==> config.mk <==
export PLATFORM = sky130hd
export DESIGN_NAME = mgr_drain
export DESIGN_NICKNAME = d
export VERILOG_FILES = /design/src/rtl/mgr_pkg.sv /design/src/rtl/mgr_drain.sv
export SDC_FILE = /design/constraint.sdc
export NUM_CORES = 1
export LEC_CHECK = 0
export BUFFER_PORTS_ARGS = -buffer_cell sky130_fd_sc_hd__buf_4
export CORE_AREA = 2 2 256 258
export CTS_CLUSTER_SIZE = 30
export DETAILED_ROUTE_END_ITERATION = 8
export DIE_AREA = 0 0 258 260
export HOLD_SLACK_MARGIN = 0.15
export PLACE_DENSITY = 0.59
export SLEW_MARGIN = 25
export SYNTH_ARGS = -nofsm -noshare
export SYNTH_HDL_FRONTEND = slang
export SYNTH_SLANG_ARGS = --single-unit
==> constraint.sdc <==
create_clock -name clk -period 95.9 [get_ports clk]
set_input_delay 19.18 -clock clk [delete_from_list [all_inputs] [get_ports clk]]
set_output_delay 19.18 -clock clk [all_outputs]
set_load 0.05 [all_outputs]
==> src/rtl/mgr_pkg.sv <==
// mgr_pkg: shared types, constants and helper functions for the masked grid
// reduction unit. No dependencies; imported by every rtl module of the block.
package mgr_pkg;

  localparam int NUM_VARS    = 8;
  localparam int VALUE_WIDTH = 32;
  localparam int ACC_VARS    = (NUM_VARS < 8) ? NUM_VARS : 8;
  localparam int ACC_IDX_W   = (ACC_VARS > 1) ? $clog2(ACC_VARS) : 1;
  localparam int ACC_W       = 64;
  localparam int CNT_W       = 32;
  localparam int MODE_W      = 4;
  localparam int VAL_SHIFT   = 32 - VALUE_WIDTH;

  // reduction mode codes
  localparam logic [MODE_W-1:0] MODE_MAX    = 4'd0;
  localparam logic [MODE_W-1:0] MODE_MAXABS = 4'd1;
  localparam logic [MODE_W-1:0] MODE_MIN    = 4'd2;
  localparam logic [MODE_W-1:0] MODE_SUM    = 4'd3;
  localparam logic [MODE_W-1:0] MODE_SUMSQ  = 4'd4;
  localparam logic [MODE_W-1:0] MODE_SUMABS = 4'd5;
  localparam logic [MODE_W-1:0] MODE_DOT    = 4'd6;
  localparam logic [MODE_W-1:0] MODE_MSUMSQ = 4'd7;
  localparam logic [MODE_W-1:0] MODE_MSUM   = 4'd8;
  localparam logic [MODE_W-1:0] MODE_DSUM   = 4'd9;

  localparam logic [MODE_W-1:0] MODE_RESET  = MODE_SUM;

  // boundary classes
  localparam logic [1:0] BC_INTERIOR = 2'd0;
  localparam logic [1:0] BC_RELAXED  = 2'd1;

  localparam logic signed [ACC_W-1:0] ACC_MAX = {1'b0, {(ACC_W-1){1'b1}}};
  localparam logic signed [ACC_W-1:0] ACC_MIN = {1'b1, {(ACC_W-1){1'b0}}};

  typedef enum logic [1:0] {
    OP_MAX,
    OP_MIN,
    OP_ADD
  } op_t;

  typedef struct packed {
    logic [2:0]         var_index;
    logic signed [31:0] sample_value;
    logic signed [31:0] partner_value;
    logic               mask_a_set;
    logic               mask_b_set;
    logic [1:0]         boundary_class;
    logic               batch_last;
  } sample_t;

  typedef struct packed {
    logic [2:0]               out_var_index;
    logic signed [ACC_W-1:0]  accumulate_out;
    logic [CNT_W-1:0]         point_count;
    logic                     saturated;
    logic                     result_last;
  } result_t;

  // prepared operand travelling from the term stage to the accumulator stage
  typedef struct packed {
    logic                    valid;
    logic [ACC_IDX_W-1:0]    idx;
    op_t                     op;
    logic                    update;
    logic                    count;
    logic                    last;
    logic signed [ACC_W-1:0] term;
  } term_t;

  typedef logic [ACC_VARS-1:0][ACC_W-1:0] acc_bank_t;
  typedef logic [ACC_VARS-1:0]            clip_bank_t;

  // unused codes fall back to plain sum
  function automatic logic [MODE_W-1:0] eff_mode(input logic [MODE_W-1:0] mode);
    return (mode <= MODE_DSUM) ? mode : MODE_SUM;
  endfunction

  function automatic logic signed [ACC_W-1:0] init_value(input logic [MODE_W-1:0] m);
    logic signed [ACC_W-1:0] v;
    v = '0;
    if (m == MODE_MAX || m == MODE_MAXABS) v = ACC_MIN;
    else if (m == MODE_MIN) v = ACC_MAX;
    return v;
  endfunction

  // keep the low VALUE_WIDTH bits and sign-extend them back to 32
  function automatic logic signed [31:0] sext_value(input logic [31:0] raw);
    logic signed [31:0] t;
    t = raw << VAL_SHIFT;
    return t >>> VAL_SHIFT;
  endfunction

endpackage

==> src/rtl/mgr_drain.sv <==
// mgr_drain: result snapshot bank and output sequencer, one result per
// variable in index order. Uses mgr_pkg.
module mgr_drain (
  input  logic                clk,
  input  logic                rst,
  input  logic                load,
  input  mgr_pkg::acc_bank_t  snap_acc,
  input  mgr_pkg::clip_bank_t snap_clip,
  input  logic [31:0]         snap_count,
  output logic                busy,
  output logic                result_valid,
  input  logic                result_stall,
  output mgr_pkg::result_t    result
);
  import mgr_pkg::*;

  localparam logic [ACC_IDX_W-1:0] LAST_IDX = ACC_IDX_W'(ACC_VARS - 1);

  acc_bank_t            sh_acc;
  clip_bank_t           sh_clip;
  logic [CNT_W-1:0]     sh_count;
  logic [ACC_IDX_W-1:0] cnt;
  logic                 out_done;

  // result payload comes straight from the snapshot registers
  assign result_valid          = busy;
  assign result.out_var_index  = 3'(cnt);
  assign result.accumulate_out = $signed(sh_acc[cnt]);
  assign result.point_count    = sh_count;
  assign result.saturated      = sh_clip[cnt];
  assign result.result_last    = (cnt == LAST_IDX);
  assign out_done              = busy && !result_stall;

  // snapshot capture and index stepping
  always_ff @(posedge clk) begin
    if (rst) begin
      busy <= 1'b0;
      cnt  <= '0;
    end else if (load) begin
      busy     <= 1'b1;
      cnt      <= '0;
      sh_acc   <= snap_acc;
      sh_clip  <= snap_clip;
      sh_count <= snap_count;
    end else if (out_done) begin
      if (cnt == LAST_IDX) begin
        busy <= 1'b0;
        cnt  <= '0;
      end else begin
        cnt <= cnt + ACC_IDX_W'(1);
      end
    end
  end

  // a new snapshot never lands on results still going out
  a_load_idle: assert property (@(posedge clk) disable iff (rst) load |-> !busy)
    else $error("snapshot loaded while results pending");

  a_load_start: assert property (@(posedge clk) disable iff (rst)
    load |=> (result_valid && cnt == '0))
    else $error("drain did not start at variable zero");

  a_last_ends: assert property (@(posedge clk) disable iff (rst)
    (result_valid && !result_stall && result.result_last && !load) |=> !result_valid)
    else $error("results continue after the last one of the batch");

endmodule

==> out/qor.csv, run 1 <==
metric,value,unit
clock transition at the registers of the reported paths,60,ps
Worst Slack Setup Final,72700,ps
routed via count,11000,
Site Rows,93,
Critical Path Fanout Max,81,
launch point of the worst reg-to-reg path,cnt[2],
drt drc,0,
Synth cell types,15,
core area,64100,um2
routability cong.,0.795,
minimum setup slack after placement,72010,ps
routed wire length,52.9,mm
total count of max-transition violations in the final report,0,
post-place instance area,26500,um2
die outline height,260,um
routed len/inst,22.0,um
cells traversed along the worst timing path,buf_4 > nor2b_4 > buf_4 > buf_4 > buf_4 > buf_4,
clock tree root buffer cell,clkbuf_16,
final sum of negative setup slack,0,ps
largest buffer count on any clock path,3,
total power density per cell area,19.9,nW/um2
end point of the critical path,sh_acc[156],
count of buffers added by post-CTS timing repair for setup,0,
Post-Layout Cell Count,2402,
max_slew headroom,28.4,%
clock latency at the later pin of the worst-skew pair,580,ps
Worst-Margin Slew,1070,ps
FMAX,43.1,MHz
sequential cell area fraction in the yosys report,80.7,%
Yosys warning count,0,
level count of the clock H-tree,2,
R2R cell count,4,
share of the clock period used by the worst path,24.2,%
capturing point of the worst reg2reg path,cnt[2],
most common library cell in the layout ignoring fill and taps,buf_4,
slowest CP cell,buf_4,
Peak supply drop,0.0000147,V
I/O pin count,659,
"Hold Vio Cnt, Final",0,
pin count of the biggest net entering global routing,181,
Inst Count DP,2290,
final setup violating endpoints,0,
category of the worst setup path launch point,input port,
"Design Area, Final",28500,um2
post-cts sizing count,0,
die span in x,258,um
required time reported for the critical path endpoint,96120,ps
count of hold-fix buffers inserted at cts,0,
Die Outline Area,67100,um2
nets in the synthesized netlist,1361,
result of the run,"complete, no violations",
register bit total from synthesis,556,
total routing resource utilization after global routing,15.2,%
launch point of the worst path,load,
crit-path most repeated cell,buf_4,
initial antenna violation count,2,
detailed-routing iteration count for the pre-antenna-repair pass,6,
Post-Syn Instances,803,
Total Power Consumption,0.568,mW
dpl hpwl,37.7,mm
wire length of the first global-routing pass,75.6,mm
via count of the first global-routing pass,12200,
summed instance area of the synthesized netlist,20600,um2
iteration-0 DRC count of the detailed router,646,
Routed Antenna Nets,0,
crit path kind,in -> reg,
signal arrival time at the worst endpoint,23420,ps
CTS tree,built,
HP Class,reg -> reg,
total gr overflow,0,
average vias per placed instance,4.57,
initial core utilization,32.2,%
R2R setup slack,93640,ps
fraction of final layout cells sized beyond drive strength 1,62.0,%
max-cap violation count,0,
total clock sinks,556,
count of filler cells inserted in the layout,5586,
total leakage power,10.3,nW
Max stage delay on crit path,880,ps
number of nets in the layout,2055,
Final Critical Period,23200,ps
area added between synthesis and finish,38.0,%
cts bufs inserted,60,
Worst Setup End Kind,flop,
Clock Skews,5.08,ps
mean instance size in the synthesized netlist,25.7,um2
RSZ-0062 raised after global routing,false,
"top library cells by usage in the layout, fill and taps aside","buf_4, edfxtp_1, mux4_2",
Port-buffer cells,658,
==> stage by stage <==
stage	utilization [%]	hold WS, ps
floorplan	-	747
global placement	41.4	558
detailed placement	41.4	561
CTS	44.4	571
global route	44.4	582
finish	44.4	572
==> state kept, by name, indices dropped and copies added (netlist names) <==
register / count
sh_clip: 8
sh_acc: 512
cnt: 3
sh_count: 32
busy: 1
==> layout make-up <==
type,instances,area [um2],area share (%)
diodes,2,5.00,0.0176
well taps,855,1070,3.76
flip-flops and latches,556,16700,58.5
clock inverters,38,363,1.27
clock buffers,72,1570,5.50
multi-input cells,209,3770,13.2
repair buffers,670,5040,17.7
==> worst min path at each step <==
| stage | to | slack (ps) | start | depth (start not counted) |
|---|---|---|---|---|
| 2_1_floorplan | busy | 750 | busy | 2 |
| 3_3_place_gp | busy | 560 | busy | 2 |
| 3_5_place_dp | busy | 560 | busy | 2 |
| 4_1_cts | busy | 570 | busy | 2 |
| 5_1_grt | busy | 580 | busy | 2 |
| 6_report | busy | 570 | busy | 2 |
==> report_power, final <==
group | internal, mW | switching, mW
combinational | 0.0261 | 0.0243
sequential | 0.286 | 0.00453
clock | 0.135 | 0.0927
total | 0.446 | 0.122
==> critical path, delay by kind of cell <==
kind / cells / cell delay, ps
buf+inv: 5 / 3380
simple gates: 1 / 690
==> routing by layer <==
layer | wire (um) | track usage [%] | part of all wire (%)
met1 | 19400 | 17.4 | 37
met2 | 27200 | 26.5 | 51
met3 | 4710 | 5.19 | 8.9
met4 | 1570 | 5.62 | 3.0
met5 | 0 | 0 | 0
==> cells by family after synthesis <==
logic type      synth area share (%)
buf+inv                         1.10
mux                             17.9
compound gates                0.0242
simple gates                   0.200
fa+ha+maj                      0.121
flops                           80.7
==> synthesized netlist by cell type <==
cell      count  area share, %
a21oi_1       1          0.024
buf_2        10           0.24
buf_4         1          0.036
buf_6         9           0.49
clkbuf_1     18           0.33
dfxtp_1       4           0.39
edfxtp_1    552             80
ha_1          2           0.12
mux2_2       65            3.5
mux2i_1       3           0.15
mux4_2      130             14
nand2b_1      1          0.030
nor2_1        2          0.036
nor2b_1       2          0.061
nor3_1        3          0.073
No activity file was read; power rests on OpenSTA's default activity.
==> run 2: changes to the inputs <==
--- a/config.mk
+++ b/config.mk
@@ -6,12 +6,12 @@
 export NUM_CORES = 1
 export LEC_CHECK = 0
 export BUFFER_PORTS_ARGS = -buffer_cell sky130_fd_sc_hd__buf_4
-export CORE_AREA = 2 2 256 258
+export CORE_AREA = 2 2 258 260
 export CTS_CLUSTER_SIZE = 30
 export DETAILED_ROUTE_END_ITERATION = 8
-export DIE_AREA = 0 0 258 260
+export DIE_AREA = 0 0 260 262
 export HOLD_SLACK_MARGIN = 0.15
-export PLACE_DENSITY = 0.59
+export PLACE_DENSITY = 0.58
 export SLEW_MARGIN = 25
 export SYNTH_ARGS = -nofsm -noshare
 export SYNTH_HDL_FRONTEND = slang
==> constraint.sdc (replaced) <==
create_clock -name clk -period 22.2 [get_ports clk]
set_input_delay 4.44 -clock clk [delete_from_list [all_inputs] [get_ports clk]]
set_output_delay 4.44 -clock clk [all_outputs]
set_load 0.05 [all_outputs]
==> out/qor.csv, run 2 (synthesis gave the netlist of run 1 again) <==
metric,value,unit,change
result of the run,"complete, no violations",,
most common library cell in the layout ignoring fill and taps,buf_4,,
GR Layer Usage met3,5.96,%,+0.78 points
post-place instance area,26600,um2,about the same
largest buffer count on any clock path,3,,unchanged
Max stage delay on crit path,820,ps,-60 ps
number of buffer and inverter instances along the worst setup path,3,,-2
dpl hpwl,37.3,mm,-1.1%
Clk network pwr share,41.9,%,+1.9 points
total count of max-transition violations in the final report,0,,unchanged
count of buffers added by post-CTS timing repair for setup,0,,unchanged
Clock Skews,1.66,ps,-3.43 ps
area added between synthesis and finish,39.1,%,
wire length of the first global-routing pass,74.3,mm,-1.6%
Routed Antenna Nets,0,,unchanged
category of the worst setup path launch point,flop,,
routed wire length,52.3,mm,-1.1%
"Design Area, Final",28700,um2,+0.82%
global routing usage on met2,26.2,%,-0.37 points
crit path kind,reg -> out,,
max-cap violation count,0,,unchanged
clock transition at the registers of the reported paths,60,ps,about the same
count of hold-fix buffers inserted at cts,0,,unchanged
via count of the first global-routing pass,12100,,-0.49%
fraction of final layout cells sized beyond drive strength 1,61.9,%,-0.080 points
pin count of the biggest net entering global routing,186,,+2.8%
"Hold Vio Cnt, Final",0,,unchanged
Worst Setup End Kind,output port,,
iteration-0 DRC count of the detailed router,613,,-5.1%
required time reported for the critical path endpoint,17760,ps,-78360 ps
number of nets in the layout,2056,,+0.049%
share of total power consumed by net switching,20.9,%,-0.50 points
Port-buffer cells,658,,unchanged
routed len/inst,21.7,um,-1.5%
clock latency at the later pin of the worst-skew pair,600,ps,+20 ps
Site Rows,94,,+1.1%
power dissipated by switching net loads,0.529,mW,+330%
Inst Count DP,2298,,+0.35%
Post-Layout Cell Count,2412,,+0.42%
cell-internal power,2.00,mW,+350%
share of the clock period used by the worst path,37.4,%,
CTS tree,built,,
max_slew headroom,32.4,%,+4.0 points
met1 track utilization from global routing,16.1,%,-1.3 points
total gr overflow,0,,unchanged
I/O pin count,659,,unchanged
initial antenna violation count,1,,-1
max FFs per register,512,,unchanged
part of the power in combinational logic,8.6,%,-0.3 points
die outline height,262,um,+0.77%
Die Outline Area,68100,um2,+1.6%
Critical Path Fanout Max,42,,-48%
total power density per cell area,88.0,nW/um2,+340%
HP Class,reg -> reg,,
detailed-routing iteration count for the pre-antenna-repair pass,6,,unchanged
clock tree root buffer cell,clkbuf_16,,
proportion of power drawn by flip-flops and latches,49.5,%,-1.6 points
cts bufs inserted,60,,unchanged
total routing resource utilization after global routing,14.8,%,-0.45 points
most crowded layer after global routing,met2,,
core area,65300,um2,+1.8%
final sum of negative setup slack,0,ps,unchanged
final-layout worst hold slack,560,ps,-11.7 ps
initial core utilization,31.6,%,-0.57 points
Final Critical Period,8310,ps,
RSZ-0062 raised after global routing,false,,
slowest CP cell,buf_4,,
die span in x,260,um,+0.78%
Worst-Margin Slew,1010,ps,-60.1 ps
average vias per placed instance,4.51,,-1.4%
largest register by flop count,sh_acc,,
signal arrival time at the worst endpoint,3870,ps,-19550 ps
level count of the clock H-tree,2,,unchanged
total clock sinks,556,,unchanged
final setup violating endpoints,0,,unchanged
largest registers in the final layout,"sh_acc (512), sh_count (32), sh_clip (8)",,
Peak supply drop,0.0000625,V,+320%
total leakage power,10.4,nW,+0.90%
crit-path most repeated cell,buf_4,,
drt drc,0,,unchanged
FMAX,120,MHz,
cells traversed along the worst timing path,buf_4 > buf_4 > mux4_2 > mux2_2 > buf_4,,
routability cong.,0.801,,+0.67%
gate family responsible for the most delay along the worst path,buffers and inverters,,
post-cts sizing count,0,,unchanged
"top library cells by usage in the layout, fill and taps aside","buf_4, edfxtp_1, mux4_2",,
routed via count,10900,,-0.97%
[run 2: stage by stage]
step	util [%]	total power, mW	worst slack, ps
detailed placement	40.7	1.50	13330
CTS	43.9	2.56	13620
global route	44.0	2.62	13500
global placement	40.7	1.49	13530
finish	44.0	2.53	13890
floorplan	-	1.40	2970
[run 2: per-layer routing]
layer  vias to the layer above  routed length (um)  part of all wire, %
met5                         -                   0                    0
met4                         0                1420                  2.7
met3                        90                5480                   10
met2                       466               27300                   52
met1                      5463               18000                   34
li1                       4852                   -                    -
[run 2: layout make-up]
cell class              count  area, um2
clock inverters            41        547
fillers                  5679      36600
clock buffers              70       1560
well taps                 864       1080
diodes                      1       2.50
multi-input cells         209       3770
flip-flops and latches    556      16700
repair buffers            671       5090
[run 2: path summary, 6_finish.rpt]
check,slack [ps],cells after the start,start,endpoint
max,13890,5,cnt[0],result[97]
min,560,2,busy,busy
max reg2reg,19930,5,cnt[2],busy
min reg2reg,560,2,busy,busy
[run 2: worst register-to-register path, cell delays in order, from the launching register on]
cell and delay, ps:
dfxtp_4 780, buf_4 720, ha_1 390, nand2b_1 70
a21oi_1 140, nor2_1 50
[run 2: power groups by stage]
stage               registers, mW  logic [mW]  clock network [mW]
finish                       1.25       0.218                1.06
global route                 1.26       0.231                1.13
CTS                          1.25       0.220                1.09
detailed placement           1.28       0.219                   0
global placement             1.27       0.216                   0
floorplan                    1.30      0.0938                   0
